`src/rtl/pvm_pkg.sv`:
```
// ----------------------------------------------------------------------------
// pvm_pkg
// Shared sizes, types and address helpers of the paged translation unit.
// ----------------------------------------------------------------------------
package pvm_pkg;

   localparam int OFFSET_BITS    = 4;
   localparam int VIRT_ADDR_BITS = 12;
   localparam int FRAME_COUNT    = 16;
   localparam int LEVELS         = 2;

   localparam int DATA_BITS  = 32;
   localparam int PA_BITS    = 8;
   localparam int PAGE_WORDS = 1 << OFFSET_BITS;
   localparam int MEM_WORDS  = FRAME_COUNT * PAGE_WORDS;
   localparam int PAGE_BITS  = VIRT_ADDR_BITS - OFFSET_BITS;
   localparam int PAGE_COUNT = 1 << PAGE_BITS;
   localparam int DIST_BITS  = PAGE_BITS + 1;
   localparam int FRAME_BITS = $clog2(FRAME_COUNT);
   localparam int MEM_ABITS  = $clog2(MEM_WORDS);
   localparam int SD_BITS    = $clog2(LEVELS + 1);
   localparam int LVL_BITS   = (LEVELS > 1) ? $clog2(LEVELS) : 1;
   localparam int ROOT_BITS  = (VIRT_ADDR_BITS > LEVELS * OFFSET_BITS) ?
                               (VIRT_ADDR_BITS - LEVELS * OFFSET_BITS) : 0;

   typedef logic [FRAME_BITS-1:0]     frame_type;
   typedef logic [MEM_ABITS-1:0]      maddr_type;
   typedef logic [PAGE_BITS-1:0]      page_type;
   typedef logic [OFFSET_BITS-1:0]    row_type;
   typedef logic [SD_BITS-1:0]        depth_type;
   typedef logic [VIRT_ADDR_BITS-1:0] vaddr_type;
   typedef logic [DIST_BITS-1:0]      dist_type;

   localparam row_type ROW_LAST = OFFSET_BITS'(PAGE_WORDS - 1);

   typedef enum logic [4:0] {
      S_IDLE, S_WALK_RD, S_WALK_CHK, S_SCAN_ENTER, S_SCAN_RD, S_SCAN_CHK,
      S_SCAN_NEXT, S_PICK, S_FOUND_NF, S_FOUND_CLR, S_EVICT_NF, S_EVICT_RD,
      S_EVICT_WR, S_EVICT_CLR, S_CHECK_NF, S_FILL, S_RESTORE_RD, S_RESTORE_WR,
      S_ZERO, S_LINK, S_ACCESS, S_ACCESS_RD, S_DROP, S_RESPOND
   } state_type;

   typedef enum logic [4:0] {
      OP_NONE, OP_ACCEPT, OP_WALK_RD, OP_WALK_NEXT, OP_SCAN_INIT, OP_SCAN_ENTER,
      OP_SCAN_RD, OP_SCAN_DESCEND, OP_ROW_NEXT, OP_LEVEL_UP, OP_SET_FOUND,
      OP_UNLINK_RD, OP_TAKE_NF, OP_FREE_NF, OP_UNLINK_CLR, OP_EVICT_RD,
      OP_EVICT_WR, OP_RESTORE_RD, OP_RESTORE_WR, OP_ZERO_WR, OP_LINK,
      OP_ACCESS, OP_ACCESS_RES, OP_DROP, OP_RESPOND
   } op_type;

   typedef struct packed {
      op_type op;
   } cmd_type;

   typedef struct packed {
      logic entry_zero;
      logic walk_last;
      logic scan_leaf;
      logic row_last;
      logic level_top;
      logic level_unlinkable;
      logic found;
      logic have_free;
      logic far_is_target;
      logic nf_zero;
      logic swap_hit;
      logic copy_last;
      logic func_write;
      logic rsp_free;
   } status_type;

   // Word address of entry idx in frame f, wrapped to the frame memory size.
   function automatic maddr_type frame_addr(frame_type f, vaddr_type idx);
      maddr_type base;
      base = MEM_ABITS'({f, {OFFSET_BITS{1'b0}}});
      return base + MEM_ABITS'(idx);
   endfunction

   // Table index used at walk level d.
   function automatic vaddr_type walk_index(vaddr_type va, depth_type d);
      int        right;
      int        size;
      vaddr_type mask;
      right = (LEVELS - int'(d)) * OFFSET_BITS;
      size  = (d == '0) ? ROOT_BITS : OFFSET_BITS;
      mask  = VIRT_ADDR_BITS'((64'(1) << size) - 64'(1));
      return (va >> right) & mask;
   endfunction

   // Page number reached through row of a table at scan depth sd.
   function automatic page_type child_page(page_type page, row_type row, depth_type sd);
      int          shift;
      logic [63:0] tmp;
      shift = (LEVELS - 1 - int'(sd)) * OFFSET_BITS;
      tmp   = 64'(row) << shift;
      return page + PAGE_BITS'(tmp);
   endfunction

   function automatic dist_type cyc_dist(page_type a, page_type b);
      dist_type d;
      dist_type e;
      d = (a > b) ? {1'b0, page_type'(a - b)} : {1'b0, page_type'(b - a)};
      e = DIST_BITS'(PAGE_COUNT) - d;
      return (d < e) ? d : e;
   endfunction

endpackage

```
`src/rtl/pvm_ctrl.sv`:
```
// ----------------------------------------------------------------------------
// pvm_ctrl
// Sequencer of the walk, the frame scan, the page copies and the response.
// ----------------------------------------------------------------------------
module pvm_ctrl import pvm_pkg::*; (
   input  logic       clock,
   input  logic       reset,
   input  logic       req_valid,
   output logic       req_stall,
   input  status_type status,
   output cmd_type    cmd
);

   state_type state_ff;
   state_type state_in;

   always_ff @(posedge clock) begin
      if (reset) begin
         state_ff <= S_IDLE;
      end else begin
         state_ff <= state_in;
      end
   end

   always_comb begin
      state_in = state_ff;
      unique case (state_ff)
         S_IDLE: begin
            if (req_valid) state_in = S_WALK_RD;
         end
         S_WALK_RD: state_in = S_WALK_CHK;
         S_WALK_CHK: begin
            if (!status.entry_zero) begin
               state_in = status.walk_last ? S_ACCESS : S_WALK_RD;
            end else begin
               state_in = S_SCAN_ENTER;
            end
         end
         S_SCAN_ENTER: state_in = status.scan_leaf ? S_SCAN_NEXT : S_SCAN_RD;
         S_SCAN_RD: state_in = S_SCAN_CHK;
         S_SCAN_CHK: state_in = status.entry_zero ? S_SCAN_NEXT : S_SCAN_ENTER;
         S_SCAN_NEXT: begin
            priority if (!status.row_last) state_in = S_SCAN_RD;
            else if (status.level_unlinkable) state_in = S_PICK;
            else if (status.level_top) state_in = S_PICK;
            else state_in = S_SCAN_NEXT;
         end
         S_PICK: begin
            priority if (status.found) state_in = S_FOUND_NF;
            else if (status.have_free) state_in = S_FILL;
            else if (status.far_is_target) state_in = S_DROP;
            else state_in = S_EVICT_NF;
         end
         S_FOUND_NF: state_in = S_FOUND_CLR;
         S_FOUND_CLR: state_in = S_CHECK_NF;
         S_EVICT_NF: state_in = S_EVICT_RD;
         S_EVICT_RD: state_in = S_EVICT_WR;
         S_EVICT_WR: state_in = status.copy_last ? S_EVICT_CLR : S_EVICT_RD;
         S_EVICT_CLR: state_in = S_CHECK_NF;
         S_CHECK_NF: state_in = status.nf_zero ? S_DROP : S_FILL;
         S_FILL: begin
            priority if (status.walk_last) begin
               state_in = status.swap_hit ? S_RESTORE_RD : S_LINK;
            end else if (!status.found) begin
               state_in = S_ZERO;
            end else begin
               state_in = S_LINK;
            end
         end
         S_RESTORE_RD: state_in = S_RESTORE_WR;
         S_RESTORE_WR: state_in = status.copy_last ? S_LINK : S_RESTORE_RD;
         S_ZERO: state_in = status.copy_last ? S_LINK : S_ZERO;
         S_LINK: state_in = status.walk_last ? S_ACCESS : S_WALK_RD;
         S_ACCESS: state_in = status.func_write ? S_RESPOND : S_ACCESS_RD;
         S_ACCESS_RD: state_in = S_RESPOND;
         S_DROP: state_in = S_RESPOND;
         S_RESPOND: begin
            if (status.rsp_free) state_in = S_IDLE;
         end
         default: state_in = S_IDLE;
      endcase
   end

   always_comb begin
      cmd.op    = OP_NONE;
      req_stall = (state_ff != S_IDLE);
      unique case (state_ff)
         S_IDLE: begin
            if (req_valid) cmd.op = OP_ACCEPT;
         end
         S_WALK_RD: cmd.op = OP_WALK_RD;
         S_WALK_CHK: cmd.op = status.entry_zero ? OP_SCAN_INIT : OP_WALK_NEXT;
         S_SCAN_ENTER: cmd.op = OP_SCAN_ENTER;
         S_SCAN_RD: cmd.op = OP_SCAN_RD;
         S_SCAN_CHK: cmd.op = status.entry_zero ? OP_NONE : OP_SCAN_DESCEND;
         S_SCAN_NEXT: begin
            priority if (!status.row_last) cmd.op = OP_ROW_NEXT;
            else if (status.level_unlinkable) cmd.op = OP_SET_FOUND;
            else if (status.level_top) cmd.op = OP_NONE;
            else cmd.op = OP_LEVEL_UP;
         end
         S_PICK: begin
            priority if (status.found) cmd.op = OP_UNLINK_RD;
            else if (status.have_free) cmd.op = OP_FREE_NF;
            else if (status.far_is_target) cmd.op = OP_NONE;
            else cmd.op = OP_UNLINK_RD;
         end
         S_FOUND_NF: cmd.op = OP_TAKE_NF;
         S_FOUND_CLR: cmd.op = OP_UNLINK_CLR;
         S_EVICT_NF: cmd.op = OP_TAKE_NF;
         S_EVICT_RD: cmd.op = OP_EVICT_RD;
         S_EVICT_WR: cmd.op = OP_EVICT_WR;
         S_EVICT_CLR: cmd.op = OP_UNLINK_CLR;
         S_CHECK_NF: cmd.op = OP_NONE;
         S_FILL: cmd.op = OP_NONE;
         S_RESTORE_RD: cmd.op = OP_RESTORE_RD;
         S_RESTORE_WR: cmd.op = OP_RESTORE_WR;
         S_ZERO: cmd.op = OP_ZERO_WR;
         S_LINK: cmd.op = OP_LINK;
         S_ACCESS: cmd.op = OP_ACCESS;
         S_ACCESS_RD: cmd.op = OP_ACCESS_RES;
         S_DROP: cmd.op = OP_DROP;
         S_RESPOND: begin
            if (status.rsp_free) cmd.op = OP_RESPOND;
         end
         default: cmd.op = OP_NONE;
      endcase
   end

endmodule

```
`config.mk`:
```
export PLATFORM = sky130hd
export DESIGN_NAME = pvm_ctrl
export DESIGN_NICKNAME = d
export VERILOG_FILES = /design/src/rtl/pvm_pkg.sv /design/src/rtl/pvm_ctrl.sv
export SDC_FILE = /design/constraint.sdc
export NUM_CORES = 1
export LEC_CHECK = 0
export ABC_AREA = 1
export BUFFER_PORTS_ARGS = -buffer_cell sky130_fd_sc_hd__buf_2
export CAP_MARGIN = 40
export CORE_UTILIZATION = 45
export CTS_CLUSTER_SIZE = 30
export DETAILED_ROUTE_END_ITERATION = 8
export GPL_TIMING_DRIVEN = 1
export PLACE_DENSITY = 0.7
export SLEW_MARGIN = 20
export SYNTH_ARGS = -nofsm -noshare
export SYNTH_HDL_FRONTEND = slang
export SYNTH_SLANG_ARGS = --single-unit
```
`constraint.sdc`:
```
create_clock -name clock -period 1.7 [get_ports clock]
set_input_delay 0.085 -clock clock [delete_from_list [all_inputs] [get_ports clock]]
set_output_delay 0.085 -clock clock [all_outputs]
set_load 0.03 [all_outputs]
```
; ---- Word level (Yosys, flattened, before mapping)
; Cells that the tools add are included.
[totals]
register_bits = 5
word_cells = 64
memories = 0
inputBits = 17
mem_bits_rw = 0
mem_bits_ro = 0
latch_bits = 0
[op_classes]
shift = 0
n_lt_le_gt_ge = 0
mul = 0
n_mux = 32
div = 0
addsub = 0
n_reduce_logical = 6
n_bitwise = 0
eq_ne = 25
[op_table]
columns = operator, n
row1 = $pmux 5 s22, 1
row2 = $pmux 5 s20, 1
row3 = $mux 5, 9
row4 = $eq 5x4->1 const B, 8
row5 = $eq 5x5->1 const B, 8
row6 = $mux 4, 6
row7 = $eq 5x3->1 const B, 4
row8 = $mux 2, 6
row9 = $mux 3, 4
row10 = $eq 5x2->1 const B, 2
row11 = $reduce_or 2->1, 3
row12 = $eq 5x1->1 const B, 1
row13 = $logic_not 5->1, 1
row14 = $mux 1, 5
row15 = $reduce_bool 5->1, 1
row16 = $ne 2x2->1 const B, 2
row17 = $reduce_and 2->1, 1

; ---- Longest topological paths before layout
[depth]
ltp_word = 4
mapped_depth = 10
depth_no_buf = 10

; ---- Worst setup path after synthesis
; Ideal clock, no wire load.
[synth_timing]
path_type = register -> output
from = register state_ff[3]
to = output port cmd[0] (netlist bit)
path_stages_with_launch = 7
path_buffers = 1
arrival_time_ns = 1.458
t_required_ns = 1.615
setup_slack_ns = 0.157
cell_sequence = dfxtp_1 > clkbuf_2 > nor2_2 > nand3_1 > inv_1 > a21oi_1 > nand4_1
[synth_lines]
columns = item, line
row1 = start: declaration, pvm_ctrl.sv:14  ; state_type state_ff;
row2 = start signal: assignment, pvm_ctrl.sv:21  ; state_ff <= state_in;
row3 = end: declaration, pvm_ctrl.sv:11  ; output cmd_type cmd

==> results.md <==
- Final setup fails: 0
- Top reg by flops: state_ff
- GPL Wtd Cong: 1.03
- Startpoint types: register
- Pin count of the biggest net entering global routing: 10
- Total power: 1.57 mW
- Critical path arrival: 1590 ps
- Total global-route track usage: 0.311
- Setup crit end kind: output port
- Initial antenna violation count: 0
- Mapped Nets: 190
- Most common cell after layout, fill and taps aside: nand2_1
- Crit-path max FO: 5
- Slowest cell on crit path: dfxtp_4
- Largest register FFs: 5
- Post-synth EDFFs: 0
- Critical path's top delay family: simple AND/OR/NAND/NOR gates
- Layout cells sized above 1: 0.283
- Max-slew headroom: 0.793
- FFs w/ async S/R, synth: 0
- Ports: 23
- Worst-Skew Late Latency: 270 ps
- Clk slew on worst S/H paths: 50 ps
- CTS H-Tree Depth: 1
- Yosys warns: 0
- Antenna Cells: 0
- Slew Viols, Final: 0
- WS Path Type: register to output port
- #FFs+latches synth: 5
- Unrepaired setup endpoints after global routing: yes
- DRC Markers: 0
- Routed vias/inst: 5.68
- Critical path cell sequence: inv_2 > nor2_4 > inv_2 > nor2_4 > nand2_2 > nand2_1 > a21oi_1 > nand4_1 > buf_4
- Reg2Reg Setup Slack: 210 ps
- First-pass iteration count of the detailed router: 5
- Cell Rows: 15
- Remaining Overflow, GRT: 0
- Die area: 2100 µm²
- Die W: 45.8 µm
- Final hold slack: 39.4 ps
- CP Data Required Time: 1620 ps
- Critical Path Stages: 9
- Register area: 114 µm²
- CP max stage delay: 370 ps
- Part of the cycle the worst path needs: 0.988
- Detailed Route Iter0 Violations: 111
- R2R depth: 9
- Post-route ant nets: 0
- Tmin final: 1680 ps
- Max Freq: 596 MHz
- RR Startpoint: state_ff[0]
- Clock tree buffer depth: 2
- Hold crit path type: input port to register
- Clock sink total: 5
- Critical Path Source: state_ff[2]
- CTS Hold Bufs: 0
- Critical path buffer and inverter count: 3
- Number of port buffers: 22
- Largest registers: state_ff (5)
- Post-DP HPWL: 2.30 mm
- Worst Max-Slew Pin Slew: 310 ps
- Die height: 45.8 µm
- Mapped Area: 865 µm²
- Final Skew: 10.4 ps
- Syn-to-layout area delta: 32.3%
- Fillers: 196
- Number of max-cap violations: 0
- Top FF cell, synth: dfxtp_1
- DR vias: 1307
- Crit path capture: cmd[0]
- Worst vdd ir: 592 µV
- Final hold violation count: 0
- Cts bufs inserted: 3
- Reg2Reg Capture Point: state_ff[2]
- Wire length per cell: 13.3 µm
- Root Driver: clkbuf_4
- Drt total wl: 3.07 mm
- Area of the multi-input gates: 686 µm²
- Synth Instances: 173
- Syn avg cell area: 5.00 µm²
- Hold path depth: 2
- Core Footprint: 1760 µm²
- Pwr dens: 1380 nW/µm²
- Leak: 0.621 nW
- Initial core utilization: 0.490
- CTS tree: yes
- First-pass GRT wire length: 4.64 mm
- Most frequent cells in the layout: 45 x nand2_1, 34 x nor2_1, 23 x nand3_1
- Vias in the first global route: 1091
- Final #Nets: 223
- Status: finished clean
- Netlist cell types: 21
- Part of the Yosys area used for sequential elements: 0.116
[stage by stage]
step / setup slack, ps / utilization / instances / area (µm²) / setup TNS [ps]
finish: 20.7 / 0.648 / 230 / 1140 / 0
global route: -37.9 / 0.648 / 230 / 1140 / -135
CTS: 5.81 / 0.613 / 228 / 1080 / 0
detailed placement: 124 / 0.584 / 223 / 1030 / 0
global placement: 83.5 / 0.584 / 223 / 1030 / 0
floorplan: 157 / - / 173 / 865 / 0
[per-layer routing]
| metal | routed length [µm] | track usage | vias to the layer above |
|---|---|---|---|
| li1 | - | - | 626 |
| met1 | 1230 | 0.434 | 568 |
| met2 | 1380 | 0.469 | 97 |
| met3 | 362 | 0.0595 | 16 |
| met4 | 93 | 0.112 | 0 |
| met5 | 0 | 0 | - |
[cells by family (layout without fill, tap and decap cells)]
family          count (synthesis)  in the layout  share of synthesized area
compound gates                 16             16                      0.111
buf+inv                        28             60                      0.127
flops                           5              5                      0.116
simple gates                  124            124                      0.645
[synth_stat cells (2+ instances only)]
| cell | instances | area, µm² |
|---|---|---|
| nand3_1 | 25 | 125 |
| inv_1 | 24 | 90.1 |
| o21ai_0 | 4 | 20.0 |
| nor3_1 | 3 | 15.0 |
| nand4_1 | 6 | 37.5 |
| a21oi_1 | 6 | 30.0 |
| nor2_2 | 3 | 18.8 |
| nor2_4 | 3 | 33.8 |
| nand2_1 | 48 | 180 |
| nor2_1 | 34 | 128 |
| a211oi_1 | 2 | 15.0 |
| dfxtp_1 | 5 | 100 |
| inv_2 | 2 | 7.51 |
[worst register-to-register path, stage by stage, from the launching register on]
cell	delay, ps
dfxtp_2	350
nor2_2	290
nand2_1	130
nor2_1	220
nand2_1	90
nand2_1	70
nor2_1	40
nand3_1	70
nor2_1	50
nor2_1	110
[worst min path at each step]
stage | startpoint | to | slack (ps)
2_1_floorplan | reset | state_ff[0] | 150
3_3_place_gp | reset | state_ff[2] | 310
3_5_place_dp | reset | state_ff[3] | 310
4_1_cts | reset | state_ff[3] | 30
5_1_grt | reset | state_ff[3] | 40
6_report | reset | state_ff[3] | 40
[repair_timing]
action / 4_1_cts / 5_1_grt
pin swaps: 2 / 5
gates resized for setup: 9 / 18
buffers inserted: 1 / 2
endpoints found under the setup margin: 5 / 5
[report_power, final]
group | total [mW] | switching [mW] | internal (mW)
logic | 1.17 | 0.752 | 0.422
registers | 0.243 | 0.0748 | 0.168
clock network | 0.155 | 0.0657 | 0.0898
total | 1.57 | 0.892 | 0.680
[cell type report]
type | instances | area share
clock buffers | 4 | 0.0230
well taps | 25 | 0.0274
flip-flops and latches | 5 | 0.0996
repair buffers | 30 | 0.165
inverters | 26 | 0.0853
multi-input cells | 140 | 0.600
No activity file was read; power rests on OpenSTA's default activity.
